`config.mk`:
```
export PLATFORM = sky130hd
export DESIGN_NAME = pareto_front_insert
export DESIGN_NICKNAME = d
export VERILOG_FILES = /design/src/sv/pfi_pkg.sv /design/src/sv/pareto_front_insert.sv
export SDC_FILE = /design/constraint.sdc
export NUM_CORES = 2
export LEC_CHECK = 0
export ABC_AREA = 1
export BUFFER_PORTS_ARGS = -buffer_cell sky130_fd_sc_hd__buf_4
export CORE_MARGIN = 5
export CORE_UTILIZATION = 33
export CTS_BUF_LIST = sky130_fd_sc_hd__clkbuf_8
export CTS_CLUSTER_DIAMETER = 150
export DETAILED_ROUTE_END_ITERATION = 7
export PLACE_DENSITY_LB_ADDON = 0.3
export SETUP_SLACK_MARGIN = 0.2
export SLEW_MARGIN = 15
export SYNTH_ARGS = -nofsm -noshare
export SYNTH_HDL_FRONTEND = slang
export SYNTH_SLANG_ARGS = --single-unit
```
`constraint.sdc`:
```
create_clock -name clk -period 5.3 [get_ports clk]
set_clock_uncertainty 0.15 [all_clocks]
set_input_delay 0.53 -clock clk [delete_from_list [all_inputs] [get_ports clk]]
set_output_delay 0.53 -clock clk [all_outputs]
set_load 0.005 [all_outputs]
```
`src/sv/pfi_pkg.sv`:
```
// shared types and codes for the pareto front insertion block
package pfi_pkg;

  localparam int unsigned ValW = 16;

  typedef logic [1:0] outcome_t;

  localparam outcome_t OUT_INSERTED  = 2'd0;
  localparam outcome_t OUT_DOMINATED = 2'd1;
  localparam outcome_t OUT_MERGED    = 2'd2;
  localparam outcome_t OUT_FULL      = 2'd3;

  typedef struct packed {
    logic [ValW-1:0] load_value;
    logic [ValW-1:0] bandwidth_value;
    logic [ValW-1:0] affinity_value;
  } in_item_t;

  typedef struct packed {
    outcome_t   outcome;
    logic [4:0] insert_position;
    logic [5:0] removed_count;
    logic [5:0] front_size;
  } out_item_t;

  // one stored front entry
  typedef struct packed {
    logic [ValW-1:0] load;
    logic [ValW-1:0] bandwidth;
    logic [ValW-1:0] affinity;
  } entry_t;

endpackage

```
`src/sv/pareto_front_insert.sv`:
```
// two-objective pareto front insertion over ping-pong entry memories
//
// Keeps up to FRONT_DEPTH points in ascending load order. An item is
// accepted at a rising edge with start high and busy low; busy then stays
// high until the result has been shown. Each item gives exactly one result,
// shown on out_item for one cycle with out_valid high; the receiver cannot
// hold it off, so nothing ever waits on the output side.
// One pass reads the n stored entries from the current bank, one entry a
// cycle while the scan does not stall, through a registered read port,
// checking for a match or a dominating entry and writing the compacted
// front into the other bank. Placing the new point stalls the read, as the
// write port then takes the point instead of the entry just read. busy
// drops with the strobe, so the next item can be accepted at the edge that
// ends it. A match or a dominating entry ends the pass early.
// A successful insert swaps the banks; a merge rewrites one entry in place.
// A synchronous reset empties the front; the memories themselves are not cleared.
module pareto_front_insert #(
  parameter int unsigned FRONT_DEPTH = 32
) (
  input  logic               clk,
  input  logic               rst_n,
  input  logic               start,
  output logic               busy,
  input  pfi_pkg::in_item_t  in_item,
  output logic               out_valid,
  output pfi_pkg::out_item_t out_item
);

  localparam int unsigned AW = (FRONT_DEPTH > 1) ? $clog2(FRONT_DEPTH) : 1;
  localparam int unsigned CW = $clog2(FRONT_DEPTH + 1);
  localparam logic [CW-1:0] DEPTH_C = CW'(FRONT_DEPTH);

  typedef enum logic [2:0] {
    ST_IDLE = 3'b001,
    ST_SCAN = 3'b010,
    ST_FIN  = 3'b100
  } state_t;

  pfi_pkg::entry_t bank0 [FRONT_DEPTH];
  pfi_pkg::entry_t bank1 [FRONT_DEPTH];

  state_t             state_r, state_nxt;
  logic               cur_r, cur_nxt;
  logic [CW-1:0]      count_r, count_nxt;
  pfi_pkg::in_item_t  pt_r, pt_nxt;
  logic [CW-1:0]      n_r, n_nxt;
  logic [CW-1:0]      rd_idx_r, rd_idx_nxt;
  logic               d_vld_r, d_vld_nxt;
  logic [AW-1:0]      d_idx_r, d_idx_nxt;
  logic [CW-1:0]      w_r, w_nxt;
  logic [CW-1:0]      removed_r, removed_nxt;
  logic               placed_r, placed_nxt;
  logic [AW-1:0]      pos_r, pos_nxt;
  logic               out_valid_r, out_valid_nxt;
  pfi_pkg::out_item_t out_r, out_nxt;

  pfi_pkg::entry_t    rdata0_r, rdata1_r, ent;
  logic               rd_en;

  // compaction writes go to the other bank, merges to the current one
  logic               cmp_we, mrg_we;
  logic [AW-1:0]      cmp_addr, mrg_addr;
  pfi_pkg::entry_t    cmp_data, mrg_data;

  logic               w_room, stall, ge_load, eq_pt, dom, swept, last;

  assign ent     = cur_r ? rdata1_r : rdata0_r;
  assign w_room  = (w_r < DEPTH_C);
  assign ge_load = (ent.load >= pt_r.load_value);
  assign eq_pt   = (ent.load == pt_r.load_value) && (ent.bandwidth == pt_r.bandwidth_value);
  assign dom     = (ent.load <= pt_r.load_value) && (ent.bandwidth <= pt_r.bandwidth_value);
  assign swept   = ge_load && (ent.bandwidth >= pt_r.bandwidth_value);
  assign last    = ((CW'(d_idx_r) + CW'(1)) == n_r);
  assign stall   = (state_r == ST_SCAN) && d_vld_r && !placed_r && ge_load && w_room;
  assign rd_en   = (state_r == ST_SCAN) && (rd_idx_r < n_r) && !stall;

  always_comb begin
    state_nxt     = state_r;
    cur_nxt       = cur_r;
    count_nxt     = count_r;
    pt_nxt        = pt_r;
    n_nxt         = n_r;
    rd_idx_nxt    = rd_idx_r;
    d_vld_nxt     = d_vld_r;
    d_idx_nxt     = d_idx_r;
    w_nxt         = w_r;
    removed_nxt   = removed_r;
    placed_nxt    = placed_r;
    pos_nxt       = pos_r;
    out_valid_nxt = 1'b0;
    out_nxt       = out_r;
    cmp_we        = 1'b0;
    cmp_addr      = w_r[AW-1:0];
    cmp_data      = ent;
    mrg_we        = 1'b0;
    mrg_addr      = d_idx_r;
    mrg_data      = ent;

    case (state_r)
      ST_IDLE: begin
        if (start) begin
          pt_nxt      = in_item;
          n_nxt       = count_r;
          rd_idx_nxt  = '0;
          d_vld_nxt   = 1'b0;
          w_nxt       = '0;
          removed_nxt = '0;
          placed_nxt  = 1'b0;
          pos_nxt     = '0;
          state_nxt   = (count_r == '0) ? ST_FIN : ST_SCAN;
        end
      end

      ST_SCAN: begin
        if (rd_en) begin
          rd_idx_nxt = rd_idx_r + CW'(1);
          d_idx_nxt  = rd_idx_r[AW-1:0];
          d_vld_nxt  = 1'b1;
        end else if (!stall) begin
          d_vld_nxt = 1'b0;
        end

        if (stall) begin
          // the point goes in ahead of this entry, which is looked at next cycle
          cmp_we     = 1'b1;
          cmp_data   = '{load: pt_r.load_value, bandwidth: pt_r.bandwidth_value,
                         affinity: pt_r.affinity_value};
          pos_nxt    = w_r[AW-1:0];
          placed_nxt = 1'b1;
          w_nxt      = w_r + CW'(1);
        end else if (d_vld_r) begin
          if (eq_pt) begin
            mrg_we          = 1'b1;
            mrg_data.affinity = (pt_r.affinity_value > ent.affinity) ?
                                pt_r.affinity_value : ent.affinity;
            out_valid_nxt   = 1'b1;
            out_nxt         = '{outcome: pfi_pkg::OUT_MERGED,
                                insert_position: 5'(d_idx_r),
                                removed_count: '0, front_size: 6'(count_r)};
            d_vld_nxt       = 1'b0;
            state_nxt       = ST_IDLE;
          end else if (dom) begin
            out_valid_nxt = 1'b1;
            out_nxt       = '{outcome: pfi_pkg::OUT_DOMINATED, insert_position: '0,
                              removed_count: '0, front_size: 6'(count_r)};
            d_vld_nxt     = 1'b0;
            state_nxt     = ST_IDLE;
          end else begin
            if (swept) begin
              removed_nxt = removed_r + CW'(1);
            end else if (w_room) begin
              cmp_we = 1'b1;
              w_nxt  = w_r + CW'(1);
            end
            if (last) begin
              d_vld_nxt = 1'b0;
              state_nxt = ST_FIN;
            end
          end
        end
      end

      ST_FIN: begin
        out_valid_nxt = 1'b1;
        state_nxt     = ST_IDLE;
        if ((removed_r == '0) && (n_r == DEPTH_C)) begin
          out_nxt = '{outcome: pfi_pkg::OUT_FULL, insert_position: '0,
                      removed_count: '0, front_size: 6'(count_r)};
        end else begin
          // point lies beyond every stored load: append at the tail
          if (!placed_r && w_room) begin
            cmp_we    = 1'b1;
            cmp_data  = '{load: pt_r.load_value, bandwidth: pt_r.bandwidth_value,
                          affinity: pt_r.affinity_value};
            pos_nxt   = w_r[AW-1:0];
            count_nxt = w_r + CW'(1);
          end else begin
            count_nxt = w_r;
          end
          cur_nxt = !cur_r;
          out_nxt = '{outcome: pfi_pkg::OUT_INSERTED,
                      insert_position: 5'(pos_nxt),
                      removed_count: 6'(removed_r), front_size: 6'(count_nxt)};
        end
      end

      default: begin
        state_nxt = ST_IDLE;
      end
    endcase
  end

  always_ff @(posedge clk) begin
    if (!rst_n) begin
      state_r     <= ST_IDLE;
      cur_r       <= 1'b0;
      count_r     <= '0;
      d_vld_r     <= 1'b0;
      placed_r    <= 1'b0;
      out_valid_r <= 1'b0;
    end else begin
      state_r     <= state_nxt;
      cur_r       <= cur_nxt;
      count_r     <= count_nxt;
      d_vld_r     <= d_vld_nxt;
      placed_r    <= placed_nxt;
      out_valid_r <= out_valid_nxt;
    end
  end

  always_ff @(posedge clk) begin
    pt_r      <= pt_nxt;
    n_r       <= n_nxt;
    rd_idx_r  <= rd_idx_nxt;
    d_idx_r   <= d_idx_nxt;
    w_r       <= w_nxt;
    removed_r <= removed_nxt;
    pos_r     <= pos_nxt;
    out_r     <= out_nxt;
  end

  // bank 0: one read port for the scan, one write port shared by compaction and merge
  always_ff @(posedge clk) begin
    if (rd_en) begin
      rdata0_r <= bank0[rd_idx_r[AW-1:0]];
    end
    if (cur_r ? cmp_we : mrg_we) begin
      bank0[cur_r ? cmp_addr : mrg_addr] <= cur_r ? cmp_data : mrg_data;
    end
  end

  // bank 1
  always_ff @(posedge clk) begin
    if (rd_en) begin
      rdata1_r <= bank1[rd_idx_r[AW-1:0]];
    end
    if (cur_r ? mrg_we : cmp_we) begin
      bank1[cur_r ? mrg_addr : cmp_addr] <= cur_r ? mrg_data : cmp_data;
    end
  end

  assign busy      = (state_r != ST_IDLE);
  assign out_valid = out_valid_r;
  assign out_item  = out_r;

endmodule
```
# Yosys cells after proc, flatten, opt, wreduce, memory -nomap -nowiden
# Memories as Yosys holds them, arrays and structs flattened. A register that Yosys moved wholly into a read port is not among the register bits.
# Cells that the tools add are included.
[classes]
n_addsub = 4
n_mul = 0
div = 0
order_cmp = 7
eq_ne = 24
shifts = 0
n_mux = 85
n_bitwise = 1
reduce_logical = 30
[ops]
columns = ["cell", "n"]
rows = [
  ["48-bit two-way mux", 6],
  ["48-bit one-hot mux with 2 select lines", 1],
  ["19-bit two-way mux", 5],
  ["6-bit two-way mux", 14],
  ["16-bit two-way mux", 5],
  ["19-bit one-hot mux with 2 select lines", 1],
  ["6-bit one-hot mux with 2 select lines", 3],
  ["16-bit equality test", 2],
  ["16-bit greater-or-equal comparator", 2],
  ["16-bit less-or-equal comparator", 2],
  ["1-bit two-way mux", 31],
  ["5-bit two-way mux", 6],
  ["3-bit two-way mux", 7],
  ["6-bit by 1-bit adder with 6-bit output (second input constant)", 3],
  ["2-bit != test (second input constant)", 9],
  ["3-bit != test (second input constant)", 6],
  ["16-bit greater-than comparator", 1],
  ["5-bit one-hot mux with 3 select lines", 1],
  ["7-bit AND reduction", 2],
  ["6-bit logical NOT", 2],
  ["4-bit AND reduction", 3],
  ["1-bit logical AND", 11],
  ["1-bit one-hot mux with 2 select lines", 4],
  ["2-bit AND reduction", 4],
  ["16 further kinds", 20],
]
[totals]
register_bits = 114
latch_bits = 0
mem_bits_rw = 3072
rom_bits = 0
in_bits = 51
out_inout_bits = 21
word_cells = 172
mem_count = 2
[memory_table]
columns = ["name", "words", "word_bits", "read_ports", "rd_ports_with_merged_regs", "write_ports", "line_no", "text"]
rows = [
  ["bank0", 32, 48, 1, 1, 1, "pareto_front_insert.sv:39", "pfi_pkg::entry_t bank0 [FRONT_DEPTH];"],
  ["bank1", 32, 48, 1, 1, 1, "pareto_front_insert.sv:40", "pfi_pkg::entry_t bank1 [FRONT_DEPTH];"],
]

# Longest topological paths before layout
[logic_depth]
ltp_word = 14
mapped_depth = 24
mapped_depth_nobuf = 21

# Worst setup path after synthesis
# OpenSTA, ideal clock, no wires.
[synth_timing]
path_kind = "flip-flop to flip-flop"
from = "reg cur_r"
to = "mem bank1[0][16] in the netlist's numbering (enable)"
setup_ns = 0.421
arrival_ns = 3.877
required_ns = 4.729
path_slack_ns = 0.851
stages_incl_launch_ff = 21
n_path_buf = 4
period_less_slack_ns = 4.449
path_cell_list = "dfxtp_1 -> buf_2 -> clkbuf_1 -> clkbuf_1 -> nand2_1 -> nand2_1 -> inv_1 -> ha_1 -> nand2_1 -> nor2_1 -> nand2_1 -> nor3b_2 -> inv_1 -> nand3_2 -> nand2_4 -> nand2_4 -> inv_2 -> nand3_2 -> nand2_2 -> buf_6 -> nor2_1"
[synth_between]
elab_chain_cells = 12
elab_cells_between_ends = 26
classes_between = "order compare: 4; eq/ne: 2; mux: 15; reduce/logical: 5"
[synth_lines]
columns = ["item", "line_no", "text"]
rows = [
  ["from (decl)", "pareto_front_insert.sv:43", "logic cur_r, cur_nxt;"],
  ["from (signal assigned)", "pareto_front_insert.sv:203", "cur_r <= cur_nxt;"],
  ["48-bit two-way mux", "pareto_front_insert.sv:67", "assign ent = cur_r ? rdata1_r : rdata0_r;"],
  ["16-bit greater-or-equal comparator (on tied branches)", "pareto_front_insert.sv:69, pareto_front_insert.sv:72", ""],
  ["1-bit logical AND", "pareto_front_insert.sv:72", "assign swept = ge_load && (ent.bandwidth >= pt_r.bandwidth_value);"],
  ["1-bit two-way mux", "pareto_front_insert.sv:149", "if (swept) begin"],
  ["1-bit two-way mux", "pareto_front_insert.sv:142", "end else if (dom) begin"],
  ["1-bit two-way mux", "pareto_front_insert.sv:132", "if (eq_pt) begin"],
  ["1-bit two-way mux", "pareto_front_insert.sv:131", "end else if (d_vld_r) begin"],
  ["1-bit two-way mux", "pareto_front_insert.sv:123", "if (stall) begin"],
  ["1-bit one-hot mux with 2 select lines", "pareto_front_insert.sv:99", "case (state_r)"],
  ["1-bit two-way mux (2 in a row)", "pareto_front_insert.sv:237", "if (cur_r ? mrg_we : cmp_we) begin"],
  ["1-bit two-way mux", "pareto_front_insert.sv:238", "bank1[cur_r ? mrg_addr : cmp_addr] <= cur_r ? mrg_data : cmp_data;"],
  ["to (decl)", "pareto_front_insert.sv:40", ""],
]
# Several ways; a longest one is shown, not always the timed one.

# Worst setup path in the final report
[layout_timing]
from = "reg cur_r"
to = "mem bank1[2][23] in the netlist's numbering (enable)"
# Same word-level chain as after synthesis.

==> out/metrics.csv <==
stage;metric;value;unit
run_status;outcome;complete, no violations;
logic_synthesis;register area share after synthesis;74.9;%
logic_synthesis;biggest area consumer among synthesized cells;edfxtp_1;
min_path;hold path startpoint;in_item[26];
grt;first-pass GRT wire length;382;mm
sta;fmax;221;MHz
grt;GR Util All Layers;18.2;%
worst_setup_path;delay of the slowest critical-path stage;0.55;ns
sta;max-slew violations;0;
logic_synthesis;Netlist cell types;42;
placement;Buffers on Ports;55;
placement;hpwl dp;147;mm
power_and_ir_drop;IR drop worst, VDD;0.000286;V
sta;Tcrit/Tclk final;85.2;%
die;Die H;528;um
worst_setup_path;CP Max Fanout;33;
logic_synthesis;number of synthesized flops with an enable pin;2197;
layout;most frequent cells in the layout;edfxtp_1, nor2_1, o21ai_0, nand2_1, clkbuf_8;
logic_synthesis;synthesized area per cell;12.9;um2
layout;Final Util;37.7;%
logic_synthesis;Main synth FF type;edfxtp_1;
clock_network;CTS Buffer Depth;4;
layout;sequential cell area;66200;um2
logic_synthesis;top post-synthesis cells by area;edfxtp_1, o21ai_0, nor2_1;
clock_network;clk sinks;2210;
worst_setup_path;Register-to-Register Path Depth;20;
worst_setup_path;crit-path cells;inv_2 -> buf_4 -> nand2_1 -> nand2_1 -> ha_1 -> nand2_1 -> nor2_1 -> nand2_1 -> nor3b_2 -> inv_1 -> nand3_2 -> nand2_4 -> nand2_4 -> inv_2 -> buf_4 -> nand3_2 -> nand2_4 -> buf_4 -> nor2_4 -> buf_12;
layout;commonest non-fill, non-tap cell in the layout;edfxtp_1;
clock_network;# resized after CTS;0;
worst_setup_path;WP data arrival;5.00;ns
min_path;Hold Crit Class;in2reg;
grt;vias in the first global route;55200;
power_and_ir_drop;Pleak;32.8;nW
logic_synthesis;Synth Instances;6837;
power_and_ir_drop;PD cells;458;nW/um2
clock_network;CTS root buffer;clkbuf_8;
detailed_routing;total wire length;263;mm
layout;fill cell count;25500;
detailed_routing;Via Count;58000;
logic_synthesis;Synth Register Bits;2210;
sta;Slew @ Worst Pin;1.28;ns
run;max_cap viols;0;
logic_synthesis;synthesized area;88400;um2
logic_synthesis;Async SR Flop Fraction;0;%
grt;largest net degree at the start of global routing;165;
sta;final setup vio count;0;
die;die width;528;um
logic_synthesis;Synthesis Warnings;0;
layout;area grow syn2layout;13.8;%
sta;Final Hold Viols;0;
worst_setup_path;Worst setup SP type;register;
detailed_routing;drt first-iter violations;5545;
layout;area occupied by multi-input gates;19900;um2
layout;Layout Nets;7162;
logic_synthesis;Syn Nets;6930;
detailed_routing;routed len/inst;24.2;um
clock_network;Setup Fix Bufs, Post-CTS;0;
detailed_routing;drt pass-1 iters;7;
clock_network;clock-pin slew on the worst setup and hold paths;0.07;ns
min_path;Min-Delay Path Depth;2;
sta;setup total negative slack;0;ns
worst_setup_path;Setup crit end kind;register;
detailed_routing;drt drc;0;
clock_network;TritonCTS buffer count;349;
sta;Hold WS;0.155;ns
clock_network;Worst-Skew Late Latency;0.96;ns
worst_setup_path;reg2reg end;bank1[2][23];
worst_setup_path;r2r startpoint;cur_r;
detailed_routing;routed vias/inst;5.33;
min_path;Hold Path Sink;pt_r[26];
worst_setup_path;Critical Path RT;5.78;ns
sta;RSZ-0062 raised after global routing;false;
logic_synthesis;Synth top area share;74.6;%
worst_setup_path;CP Buf/Inv Count;7;
grt;GRT overflow;0;
worst_setup_path;worst reg2reg setup slack;0.78;ns
placement;gpl congestion;0.837;
worst_setup_path;Worst path most repeated cell;nand2_1;
clock_network;hold_buf cts;35;
worst_setup_path;Setup CP Type;reg2reg;
sta;minimum clock period after layout;4.52;ns
die;die area;278000;um2
clock_network;CTS tree;yes;
detailed_routing;ANT nets after route;0;
die;# IOs;72;
worst_setup_path;CP top delay family;simple AND/OR/NAND/NOR gates;
die;core area;267000;um2
sta;Slew HR;13.7;%
worst_setup_path;Crit-path slowest cell;nor2_4;
grt;initial antenna violation count;12;
clock_network;H-Tree Depth;5;
die;Initial Utilization;33.1;%
die;FP Rows;190;
layout;share of cells above drive strength 1;11.2;%
[state kept, by name (all words and copies together), names as in the netlist]
name	count
bank0	1024
bank1	1024
pt_r	32
rdata0_r	32
rdata1_r	32
out_item	19
count_r	6
n_r	6
rd_idx_r	6
removed_r	6
w_r	6
d_idx_r	5
pos_r	5
state_r	3
cur_r	1
d_vld_r	1
out_valid	1
placed_r	1
[worst max path at each step]
| stage | startpoint | end | slack [ns] | cells after the start |
|---|---|---|---|---|
| after CTS | cur_r | bank1[14][29] | 0.77 | 20 |
| final | cur_r | bank1[2][23] | 0.78 | 20 |
| after floorplan | cur_r | bank1[0][16] | 0.85 | 20 |
| after global placement | cur_r | bank1[14][23] | 0.82 | 20 |
| after detailed placement | cur_r | bank1[2][24] | 0.80 | 20 |
| after global routing | cur_r | bank0[15][47] | 0.49 | 15 |
[cells by family after synthesis]
group	count (synthesis)	share of synthesized area, %
flip-flops	2210	74.9
AND/OR/NAND/NOR	2166	9.78
AO/OA/AOI/OAI	1809	11.7
buffers and inverters	604	2.98
adder cells (fa/ha/maj)	42	0.595
XOR/XNOR	6	0.0595
[worst reg2reg max path: stages, from the launching register on]
cell and delay (ns):
dfxtp_4 0.37, inv_2 0.12, buf_4 0.20, nand2_1 0.16
nand2_1 0.10, ha_1 0.28, nand2_1 0.06, nor2_1 0.23
nand2_1 0.11, nor3b_2 0.22, inv_1 0.09, nand3_2 0.12
nand2_4 0.10, nand2_4 0.07, inv_2 0.04, buf_4 0.26
nand3_2 0.15, nand2_4 0.19, buf_4 0.38, nor2_4 0.56
buf_12 0.24
[cells in the mapped netlist (2+ instances only)]
cell type	instances
a21oi_1	83
a31oi_1	80
a32oi_1	4
and3_1	3
buf_1	17
buf_2	116
buf_4	34
buf_6	12
clkbuf_1	282
clkinv_1	2
dfxtp_1	13
edfxtp_1	2197
ha_1	42
inv_1	135
inv_2	6
nand2_1	690
nand2_2	2
nand2_4	2
nand3_1	137
nand3_2	3
nand4_1	22
nor2_1	1201
nor2_2	51
nor2_4	2
nor3_1	43
o211ai_1	55
o21ai_0	1060
o21ai_1	30
o221ai_1	147
o22ai_1	344
or2_2	7
xnor2_1	3
xor2_1	3
[routing by layer]
layer / GRT usage (%) / vias to the layer above / wire, um
met2: 29.4 / 2253 / 123000
met4: 5.08 / 8 / 7010
li1: - / 25800 / -
met5: 0 / - / 57
met3: 3.11 / 443 / 19100
met1: 25.5 / 29500 / 113000
[power by group]
| part | leakage [nW] | switching [mW] | internal [mW] |
|---|---|---|---|
| Sequential | 19.9 | 0.201 | 20.8 |
| Combinational | 9.37 | 8.99 | 2.89 |
| Clock | 3.51 | 6.67 | 6.57 |
[cell type report]
type | count | area share (%)
clock inverters | 244 | 1.20
repair buffers | 342 | 3.31
clock buffers | 356 | 4.87
flip-flops and latches | 2210 | 65.8
inverters | 143 | 0.568
multi-input cells | 4023 | 19.8
well taps | 3552 | 4.42
diodes | 6 | 0.0149
[through the flow]
| step | area [um2] | cells | power (mW) | worst slack [ns] |
|---|---|---|---|---|
| 5_1_grt | 101000 | 10900 | 48.2 | 0.492 |
| 3_3_place_gp | 94100 | 10200 | 33.0 | 0.823 |
| 6_report | 101000 | 10900 | 46.1 | 0.784 |
| 4_1_cts | 101000 | 10900 | 46.4 | 0.769 |
| 2_1_floorplan | 88400 | 6837 | 28.1 | 0.851 |
| 3_5_place_dp | 94100 | 10200 | 33.1 | 0.797 |
(Power assumes the default switching activity.)
